$ cat config.mk
export PLATFORM = sky130hd
export DESIGN_NAME = host_bridge_config_space_pam_core
export DESIGN_NICKNAME = d
export VERILOG_FILES = /design/src/hbpam_pkg.sv /design/src/hbpam_ram.sv /design/src/hbpam_datapath.sv /design/src/hbpam_ctrl.sv /design/src/host_bridge_config_space_pam_core.sv
export SDC_FILE = /design/constraint.sdc
export NUM_CORES = 2
export LEC_CHECK = 0
export BUFFER_PORTS_ARGS = -buffer_cell sky130_fd_sc_hd__buf_2
export CAP_MARGIN = 10
export CORE_MARGIN = 2
export CORE_UTILIZATION = 33
export CTS_CLUSTER_DIAMETER = 150
export CTS_CLUSTER_SIZE = 14
export DETAILED_ROUTE_END_ITERATION = 7
export GPL_TIMING_DRIVEN = 0
export SLEW_MARGIN = 20
export SYNTH_ARGS = -nofsm -noshare
export SYNTH_HDL_FRONTEND = slang
export SYNTH_SLANG_ARGS = --single-unit
$ cat constraint.sdc
create_clock -name i_clk -period 5.1 [get_ports i_clk]
set_input_delay 0.255 -clock i_clk [delete_from_list [all_inputs] [get_ports i_clk]]
set_output_delay 0.255 -clock i_clk [all_outputs]
set_load 0.1 [all_outputs]
$ cat src/hbpam_pkg.sv
`timescale 1ns / 1ps

package hbpam_pkg;

    localparam int SPACE_BYTES = 256;
    localparam int ADDR_W      = $clog2(SPACE_BYTES);

    localparam int BASE_W = 20;
    localparam int SIZE_W = 17;

    // Identity registers: IDs, revision/class block, header type
    localparam logic [7:0] ID_FIRST_OFF    = 8'h00;
    localparam logic [7:0] ID_LAST_OFF     = 8'h03;
    localparam logic [7:0] CLASS_FIRST_OFF = 8'h08;
    localparam logic [7:0] CLASS_LAST_OFF  = 8'h0B;
    localparam logic [7:0] HDR_TYPE_OFF    = 8'h0E;

    localparam logic [7:0] PAM0_OFF      = 8'h59;
    localparam logic [7:0] PAM_FIRST_OFF = 8'h5A;
    localparam logic [7:0] PAM_LAST_OFF  = 8'h5F;
    localparam logic [7:0] NOSTORE_OFF   = 8'hA9;
    localparam logic [7:0] ABSENT_BYTE   = 8'hFF;
    localparam logic [7:0] LO_NIBBLE     = 8'h0F;
    localparam logic [7:0] HI_NIBBLE     = 8'hF0;
    localparam logic [7:0] SHADOW_BIT    = 8'h10;

    localparam logic [BASE_W-1:0] PAM0_BASE = 20'hF0000;
    localparam logic [BASE_W-1:0] PAM_BASE  = 20'hC0000;
    localparam logic [BASE_W-1:0] PAM_STEP  = 20'h04000;
    localparam logic [SIZE_W-1:0] SIZE_64K  = 17'h10000;
    localparam logic [SIZE_W-1:0] SIZE_16K  = 17'h04000;

    localparam logic MODE_READ  = 1'b0;
    localparam logic MODE_WRITE = 1'b1;

    // One result transfer
    typedef struct packed {
        logic [7:0]        read_data;
        logic              map_valid;
        logic [BASE_W-1:0] region_base;
        logic [SIZE_W-1:0] region_size;
        logic              read_internal;
        logic              write_internal;
        logic              shadow_bios;
        logic              last;
    } t_result;

    typedef struct packed {
        logic capture;      // latch the incoming access, launch the store read
        logic evaluate;     // old byte is on the read port: decode, update store
        logic show_second;  // present the second region event
    } t_dp_cmd;

    typedef struct packed {
        logic two_results;
    } t_dp_stat;

    // Writes to the identity registers are dropped
    function automatic logic f_is_ident(input logic [ADDR_W-1:0] off);
        return (off <= ID_LAST_OFF) ||
               ((off >= CLASS_FIRST_OFF) && (off <= CLASS_LAST_OFF)) ||
               (off == HDR_TYPE_OFF);
    endfunction

    // Power-on contents of the configuration space
    function automatic logic [7:0] f_init_byte(input logic [ADDR_W-1:0] off);
        logic [7:0] b;
        case (off)
            8'h00:   b = 8'h86;
            8'h01:   b = 8'h80;
            8'h02:   b = 8'h92;
            8'h03:   b = 8'h71;
            8'h04:   b = 8'h06;
            8'h07:   b = 8'h02;
            8'h08:   b = 8'h01;
            8'h0B:   b = 8'h06;
            8'h52:   b = 8'h42;
            8'h57:   b = 8'h01;
            8'h60:   b = 8'h01;
            8'h67:   b = 8'h80;
            8'h71:   b = 8'h1F;
            8'h72:   b = 8'h02;
            8'h74:   b = 8'h0E;
            8'h78:   b = 8'h23;
            8'h7B:   b = 8'h38;
            8'h90:   b = 8'h80;
            8'h94:   b = 8'h04;
            8'h95:   b = 8'h61;
            8'h99:   b = 8'h05;
            8'hA4:   b = 8'h03;
            8'hA5:   b = 8'h02;
            8'hA7:   b = 8'h1F;
            8'hC8:   b = 8'h18;
            8'hC9:   b = 8'h0C;
            8'hF3:   b = 8'hF8;
            8'hF8:   b = 8'h20;
            8'hF9:   b = 8'h0F;
            default: b = 8'h00;
        endcase
        return b;
    endfunction

endpackage

$ cat src/hbpam_ram.sv
`timescale 1ns / 1ps

module hbpam_ram #(
    parameter int WIDTH = 8,
    parameter int DEPTH = 256
) (
    input  logic                     i_clk,
    input  logic                     i_wr_en,
    input  logic [$clog2(DEPTH)-1:0] i_wr_addr,
    input  logic [WIDTH-1:0]         i_wr_data,
    input  logic                     i_rd_en,
    input  logic [$clog2(DEPTH)-1:0] i_rd_addr,
    output logic [WIDTH-1:0]         o_rd_data
);

    logic [WIDTH-1:0] r_mem [DEPTH];
    logic [WIDTH-1:0] r_q;

    always_ff @(posedge i_clk) begin
        if (i_wr_en) begin
            r_mem[i_wr_addr] <= i_wr_data;
        end
        if (i_rd_en) begin
            r_q <= r_mem[i_rd_addr];
        end
    end

    assign o_rd_data = r_q;

endmodule

$ cat src/hbpam_datapath.sv
`timescale 1ns / 1ps

module hbpam_datapath
    import hbpam_pkg::*;
(
    input  logic              i_clk,
    input  logic              i_rst_n,
    input  t_dp_cmd           i_cmd,
    input  logic              i_mode,
    input  logic [2:0]        i_function_number,
    input  logic [ADDR_W-1:0] i_offset,
    input  logic [7:0]        i_write_data,
    output t_dp_stat          o_stat,
    output t_result           o_result
);

    logic              r_mode;
    logic [2:0]        r_func;
    logic [ADDR_W-1:0] r_off;
    logic [7:0]        r_val;
    logic [SPACE_BYTES-1:0] r_vld;
    logic              r_shadow;
    logic              r_two;
    t_result           r_res0;
    t_result           r_res1;

    logic [7:0]        ram_q;
    logic [7:0]        old_byte;
    logic [7:0]        diff;
    logic              is_ident;
    logic              do_write;
    logic              is_pam0;
    logic              is_pamn;
    logic [2:0]        pam_idx;
    logic [BASE_W-1:0] base_lo;
    logic              ev_lo;
    logic              ev_hi;
    logic              store_en;
    logic              n_shadow;
    t_result           ev_lo_res;
    t_result           ev_hi_res;
    t_result           empty_res;
    t_result           n_res0;

    hbpam_ram #(
        .WIDTH (8),
        .DEPTH (SPACE_BYTES)
    ) u_ram (
        .i_clk     (i_clk),
        .i_wr_en   (store_en),
        .i_wr_addr (r_off),
        .i_wr_data (r_val),
        .i_rd_en   (i_cmd.capture),
        .i_rd_addr (i_offset),
        .o_rd_data (ram_q)
    );

    always_comb begin
        old_byte = r_vld[r_off] ? ram_q : f_init_byte(r_off);
        diff     = old_byte ^ r_val;

        is_ident = f_is_ident(r_off);

        do_write = (r_mode == MODE_WRITE) && (r_func == 3'd0) && !is_ident;
        is_pam0  = (r_off == PAM0_OFF);
        is_pamn  = (r_off >= PAM_FIRST_OFF) && (r_off <= PAM_LAST_OFF);
        pam_idx  = r_off[2:0] - PAM_FIRST_OFF[2:0];
        base_lo  = PAM_BASE + {2'b00, pam_idx, 15'd0};

        ev_lo = do_write && is_pamn && ((diff & LO_NIBBLE) != 8'h00);
        ev_hi = do_write && (is_pam0 || is_pamn) && ((diff & HI_NIBBLE) != 8'h00);

        store_en = i_cmd.evaluate && do_write && (r_off != NOSTORE_OFF);

        // Shadow flag follows bit 4 when the PAM0 high nibble changes
        n_shadow = r_shadow;
        if (ev_hi && is_pam0) begin
            n_shadow = ((r_val & SHADOW_BIT) != 8'h00);
        end

        empty_res             = '0;
        empty_res.shadow_bios = n_shadow;
        empty_res.last        = 1'b1;

        ev_lo_res                = empty_res;
        ev_lo_res.map_valid      = 1'b1;
        ev_lo_res.region_base    = base_lo;
        ev_lo_res.region_size    = SIZE_16K;
        ev_lo_res.read_internal  = r_val[0];
        ev_lo_res.write_internal = r_val[1];
        ev_lo_res.last           = !ev_hi;

        ev_hi_res                = empty_res;
        ev_hi_res.map_valid      = 1'b1;
        ev_hi_res.region_base    = is_pam0 ? PAM0_BASE : (base_lo + PAM_STEP);
        ev_hi_res.region_size    = is_pam0 ? SIZE_64K : SIZE_16K;
        ev_hi_res.read_internal  = r_val[4];
        ev_hi_res.write_internal = r_val[5];

        if (r_mode == MODE_READ) begin
            n_res0           = empty_res;
            n_res0.read_data = (r_func != 3'd0) ? ABSENT_BYTE : old_byte;
        end else if (ev_lo) begin
            n_res0 = ev_lo_res;
        end else if (ev_hi) begin
            n_res0 = ev_hi_res;
        end else begin
            n_res0 = empty_res;
        end
    end

    // Capture the access, then fold the decode into the result registers
    always_ff @(posedge i_clk) begin
        if (i_cmd.capture) begin
            r_mode <= i_mode;
            r_func <= i_function_number;
            r_off  <= i_offset;
            r_val  <= i_write_data;
        end
        if (i_cmd.evaluate) begin
            r_res0 <= n_res0;
            r_res1 <= ev_hi_res;
        end
    end

    always_ff @(posedge i_clk) begin
        if (!i_rst_n) begin
            r_vld    <= '0;
            r_shadow <= 1'b0;
            r_two    <= 1'b0;
        end else if (i_cmd.evaluate) begin
            if (store_en) begin
                r_vld[r_off] <= 1'b1;
            end
            r_shadow <= n_shadow;
            r_two    <= ev_lo && ev_hi;
        end
    end

    assign o_stat.two_results = r_two;
    assign o_result           = i_cmd.show_second ? r_res1 : r_res0;

endmodule

$ cat src/hbpam_ctrl.sv
`timescale 1ns / 1ps

module hbpam_ctrl
    import hbpam_pkg::*;
(
    input  logic     i_clk,
    input  logic     i_rst_n,
    input  logic     i_in_valid,
    output logic     o_in_ready,
    output logic     o_out_valid,
    input  logic     i_out_ready,
    input  t_dp_stat i_stat,
    output t_dp_cmd  o_cmd
);

    typedef enum logic [3:0] {
        ST_IDLE  = 4'b0001,
        ST_LOOK  = 4'b0010,
        ST_SEND0 = 4'b0100,
        ST_SEND1 = 4'b1000
    } t_state;

    t_state r_state;
    t_state n_state;

    always_comb begin
        n_state = r_state;
        case (r_state)
            ST_IDLE: begin
                if (i_in_valid) begin
                    n_state = ST_LOOK;
                end
            end
            ST_LOOK: begin
                n_state = ST_SEND0;
            end
            ST_SEND0: begin
                if (i_out_ready) begin
                    n_state = i_stat.two_results ? ST_SEND1 : ST_IDLE;
                end
            end
            ST_SEND1: begin
                if (i_out_ready) begin
                    n_state = ST_IDLE;
                end
            end
            default: begin
                n_state = ST_IDLE;
            end
        endcase
    end

    always_ff @(posedge i_clk) begin
        if (!i_rst_n) begin
            r_state <= ST_IDLE;
        end else begin
            r_state <= n_state;
        end
    end

    assign o_in_ready        = (r_state == ST_IDLE);
    assign o_out_valid       = (r_state == ST_SEND0) || (r_state == ST_SEND1);
    assign o_cmd.capture     = (r_state == ST_IDLE) && i_in_valid;
    assign o_cmd.evaluate    = (r_state == ST_LOOK);
    assign o_cmd.show_second = (r_state == ST_SEND1);

endmodule

$ cat src/host_bridge_config_space_pam_core.sv
`timescale 1ns / 1ps

// Configuration space of a host bridge (function 0 only) with PAM shadow control.
// Slave channel: one byte access per transfer (read or write, function, offset, data).
// Master channel: one or two result transfers per access; tlast marks the final one.
// A read returns the stored byte (0xFF for an absent function). A write to a PAM
// register yields one region routing event per changed nibble (high nibble only for
// PAM0), low nibble first; any other access yields a single result with map_valid low.
// Sequence: the byte store is read (registered) as the access is accepted, then
// decoded into the result register, from which the first result is presented.
// An access occupies the block until all its results are delivered, receiver
// stalls included; the store's read port and the single result register set
// this, and a new access is taken only once all results of the previous one
// are delivered.
// Stall: a result is held steady on m_axis_tdata/tlast until m_axis_tready.
// Reset: the byte store reads back its power-on table at once (per-byte valid
// bits fall back to it, no clearing pass) and the shadow BIOS flag clears.

module host_bridge_config_space_pam_core
    import hbpam_pkg::*;
(
    input  logic        i_clk,
    input  logic        i_rst_n,
    input  logic        s_axis_tvalid,
    output logic        s_axis_tready,
    // [0] mode, [3:1] function_number, [11:4] offset, [19:12] write_data
    input  logic [23:0] s_axis_tdata,
    output logic        m_axis_tvalid,
    input  logic        m_axis_tready,
    // [7:0] read_data, [8] map_valid, [28:9] region_base, [45:29] region_size,
    // [46] read_internal, [47] write_internal, [48] shadow_bios
    output logic [55:0] m_axis_tdata,
    output logic        m_axis_tlast
);

    t_dp_cmd  cmd;
    t_dp_stat stat;
    t_result  res;

    // Sequence each access: capture, decode, then hand out results
    hbpam_ctrl u_ctrl (
        .i_clk       (i_clk),
        .i_rst_n     (i_rst_n),
        .i_in_valid  (s_axis_tvalid),
        .o_in_ready  (s_axis_tready),
        .o_out_valid (m_axis_tvalid),
        .i_out_ready (m_axis_tready),
        .i_stat      (stat),
        .o_cmd       (cmd)
    );

    // Byte store, PAM compare and result registers
    hbpam_datapath u_dp (
        .i_clk             (i_clk),
        .i_rst_n           (i_rst_n),
        .i_cmd             (cmd),
        .i_mode            (s_axis_tdata[0]),
        .i_function_number (s_axis_tdata[3:1]),
        .i_offset          (s_axis_tdata[11:4]),
        .i_write_data      (s_axis_tdata[19:12]),
        .o_stat            (stat),
        .o_result          (res)
    );

    // Pack the held result, zero-fill to whole bytes
    assign m_axis_tdata = {7'd0, res.shadow_bios, res.write_internal, res.read_internal,
                           res.region_size, res.region_base, res.map_valid,
                           res.read_data};
    assign m_axis_tlast = res.last;

endmodule
==> metrics.md <==
| Metric | Value |
|---|---|
| Non-filler cells, final | `just under 9,000` |
| Synth area leaders | `edfxtp_1, mux4_2, dfxtp_1` |
| Crit-path cells | `buf_2 > buf_2 > buf_4 > buf_2 > nand3_2 > a21oi_1 > or2_2 > nor2_1 > clkbuf_1 > nand3_1 > nor2_1` |
| Fin nets | `4,903` |
| WHS | `about 0.13 ns` |
| Cells after synthesis | `roughly 4,400` |
| # setup viols final | `0` |
| H-Tree Depth | `4` |
| Max Buffers Root-to-Sink | `3` |
| Starting Density | `~33%` |
| Die X | `around 530 um` |
| Post-Syn Area | `about 90,000 um^2` |
| Drt total wl | `264,000 um` |
| CP dominant cell by count | `buf_2` |
| Vias in the first global route | `46,500` |
| Routed len/inst | `between 30 and 40 um` |
| CTS Buf Count | `between 150 and 200` |
| HPWL after detailed placement | `189,000 um` |
| First-pass iteration count of the detailed router | `7` |
| Setup crit end kind | `flop` |
| CP max stage delay | `1.00 ns` |
| Clock slew at reported path FFs | `0.07 ns` |
| Pre-CTS WS | `-0.292 ns` |
| CP delay by family, top | `simple AND/OR/NAND/NOR gates` |
| PD cells | `359 nW/um^2` |
| Area grow syn2layout | `14.9%` |
| RSZ-0062 raised after global routing | `yes` |
| I/O Pins | `87` |
| GRT Util Overall | `18.3%` |
| Final min period | `4.98 ns` |
| Drt drc | `0` |
| Skew-Pair Late Insertion Delay | `0.86 ns` |
| Max Clk Rate | `approximately 0.20 GHz` |
| Buffers added on ports | `45` |
| Status | `completed` |
| Layout cell share with drive strength beyond 1 | `between 20 and 30%` |
| Area share of the largest cell type after synthesis | `between 60% and 70%` |
| Post-route ant nets | `0` |
| TNS Setup | `0 ns` |
| Fraction of registers with async set/reset | `0%` |
| Core footprint | `277,000 um^2` |
| Yosys Warn Count | `0` |
| Final Worst Setup Slack | `0.120 ns` |
| Final Skew | `0.0430 ns` |
| Pin count of the biggest net entering global routing | `29` |
| Worst slew pin tran | `1.35 ns` |
| Peak supply drop | `0.299 mV` |
| Critical path class | `reg2reg` |
| Post-synthesis sequential area ratio | `74.5%` |
| Clock tree root buffer cell | `clkbuf_16` |
| Routed vias/inst | `5.41` |
| Synth top cells by count | `edfxtp_1, mux4_2, dfxtp_1` |
| TritonCTS clock tree | `done` |
| Leakage | `32.8 nW` |
| Syn_area_per_cell | `21.1 um^2` |
| Global route overflow | `0` |
| Leading area contributor after synthesis | `edfxtp_1` |
| Routed via count | `47,000` |
| Filler cell count in the final layout | `24,800` |
| EDFF count, synth | `2,102` |
| CP Max Fanout | `10` |
| CP arrival | `5.45 ns` |
| Top-count cell post-synth | `edfxtp_1` |
| Initial antenna violation count | `17` |
| HP Class | `in2reg` |
| Synth Register Bits | `2,364` |
| Critical Path RT | `roughly 5.6 ns` |
| Max-cap viol count | `0` |
| Clk sinks | `approximately 2,400` |
| Floorplan row count | `193` |
| Relative slew margins | `9.90%` |
| Crit path buf inv count | `5` |
| Final Hold Fails | `0` |
| Worst Setup Start Kind | `flop` |
| Gp weighted congestion | `0.956` |
| Die area | `282,000 um^2` |
| Crit-path slowest cell | `nor2_1` |
| Chip Height | `approximately 530 um` |
| Fin util | `38.1%` |
| First-pass GRT wire length | `around 370,000 um` |
| Cell variety after synth | `68` |
| Tcrit/Tclk final | `97.6%` |
| Max Transition Viols Final | `0` |
| Ys flop type | `edfxtp_1` |
| Placed instance count | `8,365` |
| Initial DRC count | `6,492` |
[worst paths after layout]
kind | endpoint | start | slack, ns | cells past startpoint
max | u_dp.u_ram.r_mem[129][6]$_DFFE_PP_ | u_dp.r_off[3]$_DFFE_PP_ | 0.12 | 11
min | u_dp.r_val[0]$_DFFE_PP_ | s_axis_tdata[12] | 0.13 | 2
max reg2reg | u_dp.u_ram.r_mem[129][6]$_DFFE_PP_ | u_dp.r_off[3]$_DFFE_PP_ | 0.12 | 11
min reg2reg | u_dp.r_vld[45]$_SDFFE_PN0P_ | u_dp.r_vld[45]$_SDFFE_PN0P_ | 0.46 | 1
[layer usage]
layer	vias up	track usage [%]	wire (um)	share of wire, %
li1	18900	-	-	-
met3	483	3.80	23400	8.9
met1	25400	24.3	103000	39
met2	2260	29.5	126000	48
met5	-	0	62	0.024
met4	8	7.02	11500	4.4
[cell usage in the layout, fill, tap and decap left out, drive strengths merged, types with 8 or more instances in the layout]
cell / netlist / final
a21oi: 27 / 27
a22oi: 39 / 39
and2: 18 / 18
and3: 11 / 11
buf: 127 / 309
clkbuf: 184 / 483
conb: 1 / 116
dfxtp: 262 / 262
dlygate4sd3: 0 / 22
edfxtp: 2102 / 2102
inv: 12 / 19
mux2: 11 / 11
mux2i: 87 / 87
mux4: 704 / 704
nand2: 68 / 68
nand2b: 8 / 8
nand3: 36 / 36
nand4: 12 / 12
nor2: 242 / 242
nor2b: 24 / 24
nor3: 35 / 35
o21a: 249 / 249
o21ai: 27 / 27
[repair_timing]
action,CTS,global route
hold endpoints to repair,24,0
buffers inserted,0,1
gates resized for setup,37,45
setup endpoints to repair,355,722
pin swaps,0,1
hold buffers,22,0
[per-stage QoR]
step	area [um^2]	power, mW
floorplan	92300	23.4
global placement	97100	24.6
detailed placement	99600	24.7
CTS	105000	38.1
global route	106000	38.9
finish	106000	37.9
[layout make-up]
class,count,area (um^2),share of cell area (%)
flip-flops and latches,2364,68400,64.8
multi-input cells,1785,22900,21.7
clock buffers,291,5130,4.86
well taps,3705,4640,4.39
repair buffers,213,2650,2.51
plain buffers,311,1570,1.49
clock inverters,12,206,0.196
inverters,12,45.0,0.0427
diodes,5,12.5,0.0119
[cells by family (layout without fill, tap and decap cells)]
kind of cell	after synthesis	after routing	share of synthesized area [%]
compound gates	374	374	2.94
xor+xnor	10	10	0.104
fa+ha+maj	1	1	0.0136
buf+inv	323	839	1.66
flops	2364	2364	74.5
mux	802	802	18.4
other cells	1	121	0.00408
simple gates	482	482	2.42
[sequential cells by signal, indices dropped and copies added, names as in the netlist, 3 cells and up]
| name | cells |
|---|---|
| u_dp.u_ram.r_mem | 2048 |
| u_ctrl.r_state | 4 |
| u_dp.r_func | 3 |
| u_dp.r_val | 8 |
| u_dp.r_off | 8 |
| u_dp.r_res0 | 18 |
| u_dp.r_res1 | 8 |
| u_dp.r_vld | 256 |
| u_dp.u_ram.o_rd_data | 8 |
[report_power, final]
group | switching (mW) | internal [mW]
registers | 0.0422 | 21.2
clock network | 6.73 | 6.92
logic | 1.94 | 1.06
Power figures use the tool's default switching activity.
